$ cat config.mk
export PLATFORM = sky130hd
export DESIGN_NAME = offset_autocal_stepper_top_flat
export DESIGN_NICKNAME = d
export VERILOG_FILES = /design/src/sv/oas_pkg.sv /design/src/sv/oas_if.sv /design/src/sv/offset_autocal_stepper_top.sv /design/src/sv/oas_ctrl.sv /design/src/sv/oas_datapath.sv /design/src/flat_wrapper.sv
export SDC_FILE = /design/constraint.sdc
export NUM_CORES = 1
export LEC_CHECK = 0
export ABC_AREA = 1
export BUFFER_PORTS_ARGS = -buffer_cell sky130_fd_sc_hd__buf_2
export CELL_PAD_IN_SITES_DETAIL_PLACEMENT = 1
export CELL_PAD_IN_SITES_GLOBAL_PLACEMENT = 2
export CORE_ASPECT_RATIO = 1.2
export CORE_UTILIZATION = 30
export CTS_BUF_LIST = sky130_fd_sc_hd__clkbuf_8 sky130_fd_sc_hd__clkbuf_16
export DETAILED_ROUTE_END_ITERATION = 10
export GPL_TIMING_DRIVEN = 0
export MAX_ROUTING_LAYER = met4
export PLACE_DENSITY_LB_ADDON = 0.08
export RECOVER_POWER = 100
export SYNTH_ARGS = -nofsm -noshare
export SYNTH_HDL_FRONTEND = slang
export SYNTH_HIERARCHICAL = 1
export SYNTH_SLANG_ARGS = --single-unit
$ cat constraint.sdc
create_clock -name clock -period 3.6 [get_ports clock]
set_input_delay 0.72 -clock clock [delete_from_list [all_inputs] [get_ports clock]]
set_output_delay 0.72 -clock clock [all_outputs]
set_load 0.05 [all_outputs]
$ cat src/sv/oas_pkg.sv
package oas_pkg;

   localparam int CHANNELS = 3;
   localparam int WINDOW   = 8;
   localparam int SLOTS    = WINDOW + 1;
   localparam int SLOT_W   = (SLOTS > 1) ? $clog2(SLOTS) : 1;

   localparam int CH_W      = 2;
   localparam int SAMPLE_W  = 16;
   localparam int CODE_W    = 16;
   localparam int COARSE_W  = 8;
   localparam int MAG_W     = 7;
   localparam int CSR_IDX_W = 1;
   localparam int CSR_DAT_W = 16;

   localparam logic [SAMPLE_W-1:0] MID_RESET   = 16'd4096;
   localparam logic [MAG_W-1:0]    LIMIT_RESET = 7'h64;
   localparam logic [COARSE_W-1:0] NEG_ZERO    = 8'h80;
   localparam logic [CODE_W-1:0]   FINE_MAX    = 16'hFFFF;

   typedef enum logic [CSR_IDX_W-1:0] {
      REG_MID_THRESHOLD = 1'b0,
      REG_COARSE_LIMIT  = 1'b1
   } oas_reg_type;

   typedef struct packed {
      logic load;
      logic step;
      logic scan;
      logic publish;
   } oas_cmd_type;

   typedef struct packed {
      logic ch_ok;
      logic scan_last;
      logic out_free;
   } oas_status_type;

endpackage

$ cat src/sv/oas_if.sv
interface oas_req_if;
   import oas_pkg::*;
   logic                valid;
   logic                ready;
   logic                operation;
   logic [CH_W-1:0]     channel;
   logic [SAMPLE_W-1:0] sample;
   modport source (output valid, operation, channel, sample, input ready);
   modport sink (input valid, operation, channel, sample, output ready);
endinterface

interface oas_rsp_if;
   import oas_pkg::*;
   logic              valid;
   logic              ready;
   logic [CODE_W-1:0] code;
   logic              write_request;
   logic              settled;
   modport source (output valid, code, write_request, settled, input ready);
   modport sink (input valid, code, write_request, settled, output ready);
endinterface

interface oas_csr_if;
   import oas_pkg::*;
   logic                 valid;
   logic                 ready;
   logic [CSR_IDX_W-1:0] index;
   logic [CSR_DAT_W-1:0] data;
   modport source (output valid, index, data, input ready);
   modport sink (input valid, index, data, output ready);
endinterface

$ cat src/sv/offset_autocal_stepper_top.sv
// channel   direction  payload
// req_bus   in         operation, channel, sample
// rsp_bus   out        code, write_request, settled
// csr_bus   in         index (0 mid_threshold, 1 coarse_limit), data; always ready
//
// an item is accepted only in idle and runs through accept, code update and
// window write, a walk comparing each window slot with the new code, then publish;
// the result is registered in the output register at publish
// the window walk runs through one comparator; a bad channel skips the update and walk
// reset restores config defaults and clears all codes, the window and fill state
// a result held by rsp_bus.ready low stalls the next publish; the next item is
// accepted while a finished result still waits in the output register
module offset_autocal_stepper_top
   import oas_pkg::*;
(
   input  logic      clock,
   input  logic      reset,
   oas_req_if.sink   req_bus,
   oas_rsp_if.source rsp_bus,
   oas_csr_if.sink   csr_bus
);

   oas_cmd_type    cmd;
   oas_status_type status;
   logic           req_ready;

   assign req_bus.ready = req_ready;

   oas_ctrl u_ctrl (
      .clock     (clock),
      .reset     (reset),
      .req_valid (req_bus.valid),
      .req_ready (req_ready),
      .status    (status),
      .cmd       (cmd)
   );

   oas_datapath u_datapath (
      .clock         (clock),
      .reset         (reset),
      .req_operation (req_bus.operation),
      .req_channel   (req_bus.channel),
      .req_sample    (req_bus.sample),
      .csr           (csr_bus),
      .rsp           (rsp_bus),
      .cmd           (cmd),
      .status        (status)
   );

endmodule

$ cat src/sv/oas_ctrl.sv
module oas_ctrl
   import oas_pkg::*;
(
   input  logic           clock,
   input  logic           reset,
   input  logic           req_valid,
   output logic           req_ready,
   input  oas_status_type status,
   output oas_cmd_type    cmd
);

   typedef enum logic [3:0] {
      S_IDLE   = 4'b0001,
      S_STEP   = 4'b0010,
      S_SCAN   = 4'b0100,
      S_FINISH = 4'b1000
   } state_type;

   state_type state_ff, state_in;

   assign req_ready = (state_ff == S_IDLE);

   always_comb begin
      state_in = state_ff;
      cmd      = '0;
      unique case (state_ff)
         S_IDLE: begin
            if (req_valid) begin
               cmd.load = 1'b1;
               state_in = S_STEP;
            end
         end
         S_STEP: begin
            // out-of-range channel leaves codes, window and fill state alone
            if (status.ch_ok) begin
               cmd.step = 1'b1;
               state_in = S_SCAN;
            end else begin
               state_in = S_FINISH;
            end
         end
         S_SCAN: begin
            cmd.scan = 1'b1;
            if (status.scan_last) state_in = S_FINISH;
         end
         S_FINISH: begin
            if (status.out_free) begin
               cmd.publish = 1'b1;
               state_in    = S_IDLE;
            end
         end
         default: state_in = S_IDLE;
      endcase
   end

   always_ff @(posedge clock) begin
      if (reset) state_ff <= S_IDLE;
      else       state_ff <= state_in;
   end

endmodule

$ cat src/sv/oas_datapath.sv
module oas_datapath
   import oas_pkg::*;
(
   input  logic                clock,
   input  logic                reset,
   input  logic                req_operation,
   input  logic [CH_W-1:0]     req_channel,
   input  logic [SAMPLE_W-1:0] req_sample,
   oas_csr_if.sink             csr,
   oas_rsp_if.source           rsp,
   input  oas_cmd_type         cmd,
   output oas_status_type      status
);

   function automatic logic [COARSE_W-1:0] coarse_step(
      input logic [COARSE_W-1:0] c,
      input logic                below,
      input logic [MAG_W-1:0]    limit
   );
      logic [MAG_W-1:0] mag;
      logic             neg;
      logic [MAG_W-1:0] grown;
      mag   = c[MAG_W-1:0];
      neg   = c[COARSE_W-1];
      grown = (mag < limit) ? mag + 1'b1 : mag;
      if (below) begin
         if (!neg)          coarse_step = {1'b0, grown};
         else if (mag != 0) coarse_step = {1'b1, mag - 1'b1};
         else               coarse_step = '0;
      end else begin
         if (neg)           coarse_step = {1'b1, grown};
         else if (mag != 0) coarse_step = {1'b0, mag - 1'b1};
         else               coarse_step = NEG_ZERO;
      end
   endfunction

   logic [SAMPLE_W-1:0] mid_ff;
   logic [MAG_W-1:0]    limit_ff;

   logic                op_ff;
   logic [CH_W-1:0]     ch_ff;
   logic [SAMPLE_W-1:0] sample_ff;

   logic [COARSE_W-1:0] coarse_ff [CHANNELS];
   logic [CODE_W-1:0]   fine_ff [CHANNELS];
   logic [CODE_W-1:0]   hist_ff [SLOTS];
   logic [SLOT_W-1:0]   fill_ff, fill_in;
   logic                full_ff, full_in;
   logic [SLOT_W-1:0]   scan_ff, scan_in;
   logic                all_ff, all_in;
   logic [CODE_W-1:0]   code_ff, code_in;

   logic                rsp_valid_ff, rsp_valid_in;
   logic [CODE_W-1:0]   rsp_code_ff;
   logic                rsp_wreq_ff;
   logic                rsp_settled_ff;

   logic                ch_ok;
   logic                below;
   logic [COARSE_W-1:0] coarse_new;
   logic [CODE_W-1:0]   fine_cur;
   logic [CODE_W-1:0]   fine_new;
   logic [CODE_W:0]     diff;
   logic                near;
   logic                stable;

   assign ch_ok = (int'(ch_ff) < CHANNELS);
   assign below = (sample_ff < mid_ff);

   assign coarse_new = coarse_step(coarse_ff[ch_ff], below, limit_ff);
   assign fine_cur   = fine_ff[ch_ff];
   always_comb begin
      if (below) fine_new = (fine_cur != '0) ? fine_cur - 1'b1 : fine_cur;
      else       fine_new = (fine_cur != FINE_MAX) ? fine_cur + 1'b1 : fine_cur;
   end

   // within one step: difference is 0, +1 or -1
   assign diff   = {1'b0, hist_ff[scan_ff]} - {1'b0, code_ff};
   assign near   = (diff == '0) || (diff == (CODE_W+1)'(1)) || (&diff);
   assign stable = full_ff && all_ff;

   always_comb begin
      fill_in = fill_ff;
      full_in = full_ff;
      scan_in = scan_ff;
      all_in  = all_ff;
      code_in = code_ff;
      if (cmd.step) begin
         code_in = op_ff ? fine_new : {{(CODE_W-COARSE_W){1'b0}}, coarse_new};
         scan_in = '0;
         all_in  = 1'b1;
         if (fill_ff == SLOT_W'(SLOTS - 1)) begin
            fill_in = '0;
            full_in = 1'b1;
         end else begin
            fill_in = fill_ff + 1'b1;
         end
      end
      if (cmd.scan) begin
         all_in  = all_ff && near;
         if (scan_ff != SLOT_W'(SLOTS - 1)) scan_in = scan_ff + 1'b1;
      end
      // a settled window starts filling again
      if (cmd.publish && ch_ok && stable) full_in = 1'b0;
   end

   always_comb begin
      rsp_valid_in = rsp_valid_ff;
      if (cmd.publish)    rsp_valid_in = 1'b1;
      else if (rsp.ready) rsp_valid_in = 1'b0;
   end

   assign status.ch_ok     = ch_ok;
   assign status.scan_last = (scan_ff == SLOT_W'(SLOTS - 1));
   assign status.out_free  = !rsp_valid_ff || rsp.ready;

   assign csr.ready         = 1'b1;
   assign rsp.valid         = rsp_valid_ff;
   assign rsp.code          = rsp_code_ff;
   assign rsp.write_request = rsp_wreq_ff;
   assign rsp.settled       = rsp_settled_ff;

   always_ff @(posedge clock) begin
      if (reset) begin
         mid_ff       <= MID_RESET;
         limit_ff     <= LIMIT_RESET;
         fill_ff      <= '0;
         full_ff      <= 1'b0;
         rsp_valid_ff <= 1'b0;
         for (int i = 0; i < CHANNELS; i++) begin
            coarse_ff[i] <= '0;
            fine_ff[i]   <= '0;
         end
         for (int i = 0; i < SLOTS; i++) hist_ff[i] <= '0;
      end else begin
         fill_ff      <= fill_in;
         full_ff      <= full_in;
         rsp_valid_ff <= rsp_valid_in;
         if (csr.valid) begin
            unique case (oas_reg_type'(csr.index))
               REG_MID_THRESHOLD: mid_ff   <= csr.data[SAMPLE_W-1:0];
               REG_COARSE_LIMIT:  limit_ff <= csr.data[MAG_W-1:0];
               default: ;
            endcase
         end
         if (cmd.step) begin
            if (op_ff) fine_ff[ch_ff]   <= fine_new;
            else       coarse_ff[ch_ff] <= coarse_new;
            hist_ff[fill_ff] <= code_in;
         end
      end
   end

   always_ff @(posedge clock) begin
      scan_ff <= scan_in;
      all_ff  <= all_in;
      code_ff <= code_in;
      if (cmd.load) begin
         op_ff     <= req_operation;
         ch_ff     <= req_channel;
         sample_ff <= req_sample;
      end
      if (cmd.publish) begin
         rsp_code_ff    <= ch_ok ? code_ff : '0;
         rsp_wreq_ff    <= ch_ok && full_ff && !all_ff;
         rsp_settled_ff <= ch_ok && stable;
      end
   end

endmodule

$ cat src/flat_wrapper.sv
// flat-port wrapper written by rule: the top's interface ports become plain ports
module offset_autocal_stepper_top_flat import oas_pkg::*;
  (clock, reset, req_bus_valid, req_bus_operation, req_bus_channel, req_bus_sample, req_bus_ready, rsp_bus_valid, rsp_bus_code, rsp_bus_write_request, rsp_bus_settled, rsp_bus_ready, csr_bus_valid, csr_bus_index, csr_bus_data, csr_bus_ready);
  oas_req_if req_bus_i ();
  oas_rsp_if rsp_bus_i ();
  oas_csr_if csr_bus_i ();
  input  logic clock;
  input  logic reset;
  input wire logic [$bits(req_bus_i.valid)-1:0] req_bus_valid;
  input wire logic [$bits(req_bus_i.operation)-1:0] req_bus_operation;
  input wire logic [$bits(req_bus_i.channel)-1:0] req_bus_channel;
  input wire logic [$bits(req_bus_i.sample)-1:0] req_bus_sample;
  output wire logic [$bits(req_bus_i.ready)-1:0] req_bus_ready;
  output wire logic [$bits(rsp_bus_i.valid)-1:0] rsp_bus_valid;
  output wire logic [$bits(rsp_bus_i.code)-1:0] rsp_bus_code;
  output wire logic [$bits(rsp_bus_i.write_request)-1:0] rsp_bus_write_request;
  output wire logic [$bits(rsp_bus_i.settled)-1:0] rsp_bus_settled;
  input wire logic [$bits(rsp_bus_i.ready)-1:0] rsp_bus_ready;
  input wire logic [$bits(csr_bus_i.valid)-1:0] csr_bus_valid;
  input wire logic [$bits(csr_bus_i.index)-1:0] csr_bus_index;
  input wire logic [$bits(csr_bus_i.data)-1:0] csr_bus_data;
  output wire logic [$bits(csr_bus_i.ready)-1:0] csr_bus_ready;
  assign req_bus_i.valid = req_bus_valid;
  assign req_bus_i.operation = req_bus_operation;
  assign req_bus_i.channel = req_bus_channel;
  assign req_bus_i.sample = req_bus_sample;
  assign req_bus_ready = req_bus_i.ready;
  assign rsp_bus_valid = rsp_bus_i.valid;
  assign rsp_bus_code = rsp_bus_i.code;
  assign rsp_bus_write_request = rsp_bus_i.write_request;
  assign rsp_bus_settled = rsp_bus_i.settled;
  assign rsp_bus_i.ready = rsp_bus_ready;
  assign csr_bus_i.valid = csr_bus_valid;
  assign csr_bus_i.index = csr_bus_index;
  assign csr_bus_i.data = csr_bus_data;
  assign csr_bus_ready = csr_bus_i.ready;
  offset_autocal_stepper_top u_core (.clock(clock), .reset(reset), .req_bus(req_bus_i), .rsp_bus(rsp_bus_i), .csr_bus(csr_bus_i));
endmodule
==> results.md <==
Power:
- Total power for the finished layout comes to a little over 20 mW.
- Net switching is 42.4% of the power.
- The internal portion of total power is 11.9 mW.
- The share of total power in the clock network is 25.9%.
- The power density relative to cell area is 793 nW/um^2.
- The analysis attributes to net switching a power of 8.80 mW.
- Across the VDD grid, the largest voltage drop is 0.000427 V.
- The reported leakage power is 10.4 nW.
- Of the total power, combinational logic draws around 44%.
- The sequential cell fraction of total power is 30.3%.

Setup path:
- The slowest cell on the critical path is sky130_fd_sc_hd__nor3_2.
- The critical path's largest stage delay is 870 ps.
- The critical path goes through nand2_4, buf_4, nand4_1, clkinvlp_4, inv_1, nor2_1, inv_1, nor3_2.
- The cell that appears most often on the critical path is sky130_fd_sc_hd__inv_1.
- The critical path startpoint category is a flop.
- The register-to-register path setup slack is just over 100 ps.
- For the worst setup path, the data arrival time is 3720 ps.
- The required time reported for the critical path endpoint is 3820 ps.
- The kind of end point of the critical path is a flop.
- The peak fanout along the critical path is 8.
- The worst setup path is of the flop to flop kind.
- Counting both buffers and inverters, the worst setup path holds a total of 4.
- In this design, the largest share of critical-path delay is due to simple AND/OR/NAND/NOR gates.

Placed design:
- During placement, the flow inserted port buffers numbering 60.
- The placed wire-length estimate after detailed placement is 63.4 mm.
- The total placed instance area is 23800 um^2.
- The congestion estimate from routability-driven global placement came to 0.830.

Synth:
- The dominant combinational cell family by area after synthesis is simple AND/OR/NAND/NOR gates.
- Synthesis produced a netlist with a net count of 2409.
- The count of unique library cells instantiated by Yosys is slightly above 50.
- For this run, the number of Yosys warnings is 6.
- The main flop type after synthesis is sky130_fd_sc_hd__edfxtp_1.
- The xor and xnor fraction of the mapped netlist area is 1.03%.
- The instance count of the mapped netlist is 2317.
- The mapped cell area is roughly 22000 um^2.
- The synthesized netlist devotes between 9 and 10% of its cell area to compound gates.
- By area the synthesized netlist is led by sky130_fd_sc_hd__edfxtp_1 53%, sky130_fd_sc_hd__nand2_1 8.0%, sky130_fd_sc_hd__nor2_1 5.2%.
- The synthesized netlist devotes 22.4% of its cell area to simple gates.
- The synthesized design devotes to its leading area cell type a little over half of total area.
- The proportion of synthesized chip area in sequential cells is 57.9%.
- Summing the areas of all fa, ha and maj instances in the mapped netlist gives around 2.9% of the synthesized area.
- The average cell area after synthesis is roughly 9.6 um^2.
- The biggest area contributor in the post-synthesis netlist is sky130_fd_sc_hd__edfxtp_1.
- The leading cell type by number of instances after synthesis is sky130_fd_sc_hd__nand2_1.
- The multiplexer fraction of the synthesized cell area is less than 1%.
- The number of enable flip-flop cells after synthesis is 390.
- Counting instances in the post-synthesis netlist gives the leading cell types as 473 x sky130_fd_sc_hd__nand2_1, 390 x sky130_fd_sc_hd__edfxtp_1, 308 x sky130_fd_sc_hd__nor2_1, 199 x sky130_fd_sc_hd__inv_1, 159 x sky130_fd_sc_hd__o21ai_0.
- After synthesis the netlist holds a flip-flop and latch count of approximately 450.
- The async set-or-reset flop fraction in the synthesized netlist is 0%.

Drt:
- The total detailed-routing wirelength is 81.3 mm.
- The total via count in the routed design is 17.0k.
- The average detailed-routed wire length per instance is ~24 um.
- The pre-antenna-repair detailed-routing pass consisted of 5 iterations.
- The residual antenna-violating net count after detailed routing is 0.
- The number of remaining DRC errors is 0.
- The via density per instance is between 4 and 5.
- After the first detailed-routing iteration, the DRC count stood at around 840.

Clock network:
- The hold buffer count at cts is 0.
- The H-tree was split into 2 levels.
- At the later pin of the worst-skew pair, clock insertion delay measures 640 ps.
- TritonCTS built the clock tree.
- TritonCTS created 51 clock buffers.
- The number of sinks on the clock net is 445.
- The library cell used as clock root buffer is sky130_fd_sc_hd__clkbuf_16.
- Clock-pin slew was measured on the worst setup and hold paths at 60 ps.
- The maximum root-to-sink buffer count is 3.

STA:
- The highest attainable clock frequency is between 0.2 and 0.3 GHz.
- The clock arrives with around 39 ps of skew.
- Measured against its own limit, the worst slew margin works out to 13.8%.
- Across all hold checks on the routed design, the worst slack comes to 265 ps.
- The portion of the clock cycle consumed by the worst path in the final layout is around 97%.
- The shortest clock period the worst path allows after layout is ~3500 ps.
- At the pin with the least slew margin, the transition time is around 1300 ps.
- Setup violations remaining at the end of the flow were counted as 0.
- The count of endpoints failing hold in the final timing report was 0.
- Setup repair after global routing could not meet its margin everywhere.
- The number of max-slew violations in the final report was 0.
- The setup TNS is 0 ps.

Layout:
- The antenna diode count is 0.
- The signed area change from the synthesized netlist to the final layout is 18.1%.
- The number of nets in the final layout is 2554.
- The share of layout cells above drive strength 1 is 17.7%.
- The area used by multi-input combinational logic is 8390 um^2.
- In the final layout, flip-flops and latches occupy 12800 um^2.
- Fill cells in the final layout number 8312.
- After routing the design area is 26200 um^2.

GRT:
- The via count of the first global-routing pass is 18.0k.
- Global routing used ~22% of the available tracks across all layers.
- The total overflow left after global routing is 0.
- The number of antenna violations at the first check in global routing came to 0.
- The first global-routing pass estimated 119 mm of wire.
- Entering global routing, the biggest net connects 20 pins.

Job:
- The max-cap check violation count is 0.

Floorplanning:
- The starting density of the core is 30.5%.
- Measured along the y axis, the die boundary spans between 200 and 300 um.
- The total number of placement rows is 108.
- The die covers 74900 um^2.
- Pin placement for this block handled 62 I/O pins.
- From left edge to right edge, the die measures 250 um.
- The floorplan step defined a core boundary enclosing 72700 um^2.

Outcome:
- The flow ran to the end, and the final reports show no timing, DRC or antenna violations.

Worst hold path:
- The class of the tightest hold or removal check is input port to flop.
-- power by group through the flow --
stage               Clock (mW)  Combinational, mW  Sequential [mW]
finish                    5.37               9.09             6.29
detailed placement           0               8.54             6.39
global route              5.69               10.1             6.31
CTS                       5.51               8.78             6.28
global placement             0               8.42             6.39
floorplan                    0               5.40             6.32
-- what timing repair did --
item	in CTS	in global routing
buffers inserted	2	20
gates resized for setup	97	104
endpoints found under the hold margin	0	0
cloned	0	0
pin swaps	1	11
endpoints found under the setup margin	483	258
-- layer usage --
metal	part of all wire (%)	wire (um)	vias up	track usage [%]
li1	-	-	8176	-
met1	38	30800	8365	23.3
met2	55	45100	307	43.8
met3	2.8	2270	124	2.29
met4	3.8	3120	0	7.49
met5	0	0	-	-
-- flip-flops by register name (all words and copies together) (netlist names), 2 cells and up, named ones only --
register / flops
u_core/u_datapath/fill_ff: 4
u_core/u_datapath/hist_ff: 256
u_core/u_datapath/mid_ff: 16
u_core/u_datapath/ch_ff: 2
u_core/u_datapath/rsp.code: 16
u_core/u_datapath/scan_ff: 4
u_core/u_datapath/fine_ff: 64
u_core/u_datapath/limit_ff: 7
u_core/u_datapath/coarse_ff: 32
u_core/u_ctrl/state_ff: 4
u_core/u_datapath/sample_ff: 16
u_core/u_datapath/code_ff: 16
-- cell usage in the layout (no fill, tap or decap), types with 42 or more instances in the layout --
| cell type | count |
|---|---|
| sky130_fd_sc_hd__o21ai_0 | 155 |
| sky130_fd_sc_hd__clkbuf_16 | 51 |
| sky130_fd_sc_hd__nor2_1 | 296 |
| sky130_fd_sc_hd__nand2_2 | 42 |
| sky130_fd_sc_hd__nand3_1 | 130 |
| sky130_fd_sc_hd__o22ai_1 | 43 |
| sky130_fd_sc_hd__dfxtp_1 | 53 |
| sky130_fd_sc_hd__nand2_1 | 459 |
| sky130_fd_sc_hd__buf_2 | 54 |
| sky130_fd_sc_hd__nor2_2 | 60 |
| sky130_fd_sc_hd__inv_1 | 210 |
| sky130_fd_sc_hd__a21oi_1 | 116 |
| sky130_fd_sc_hd__edfxtp_1 | 390 |
-- final cells by class --
type | count | area share [%]
Buffer | 91 | 2.21
Clock buffer | 58 | 5.25
Clock inverter | 38 | 1.40
Inverter | 225 | 3.26
Multi-Input combinational cell | 1556 | 32.1
Sequential cell | 445 | 49.0
Tap cell | 935 | 4.47
Timing Repair Buffer | 92 | 2.33
-- path summary, 6_finish.rpt --
path,start,endpoint,cells after the start
worst max-delay path,u_core/u_datapath/ch_ff[0],u_core/u_datapath/coarse_ff[3][2],8
worst min-delay path,req_bus_sample[15],u_core/u_datapath/sample_ff[15],1
worst max register to register,u_core/u_datapath/ch_ff[0],u_core/u_datapath/coarse_ff[3][2],8
worst min register to register,u_core/u_datapath/mid_ff[3],u_core/u_datapath/mid_ff[3],2
-- cell families (layout without fill, tap and decap cells) --
logic type	after synthesis	after routing
other	1	1
muxes	1	1
adders and majority gates	51	51
and+or+nand+nor	1089	1089
xor gates and xnor gates	26	26
AOI/OAI and AO/OA	388	388
DFF	445	445
buffers and inverters	316	504
-- through the flow --
stage | util [%] | cells | worst slack [ps]
2_1_floorplan | - | 2317 | 523
3_3_place_gp | 32.5 | 3312 | -1070
3_5_place_dp | 32.7 | 3322 | -1130
4_1_cts | 35.5 | 3420 | -219
5_1_grt | 36.0 | 3440 | -141
6_report | 36.0 | 3440 | 101
-- worst register-to-register path, stage by stage, from the launching register on --
cell and delay (ps):
sky130_fd_sc_hd__edfxtp_1 510, sky130_fd_sc_hd__nand2_4 230, sky130_fd_sc_hd__buf_4 150, sky130_fd_sc_hd__nand4_1 170
sky130_fd_sc_hd__clkinvlp_4 280, sky130_fd_sc_hd__inv_1 120, sky130_fd_sc_hd__nor2_1 390, sky130_fd_sc_hd__inv_1 360
sky130_fd_sc_hd__nor3_2 870
(Power assumes the default switching activity.)
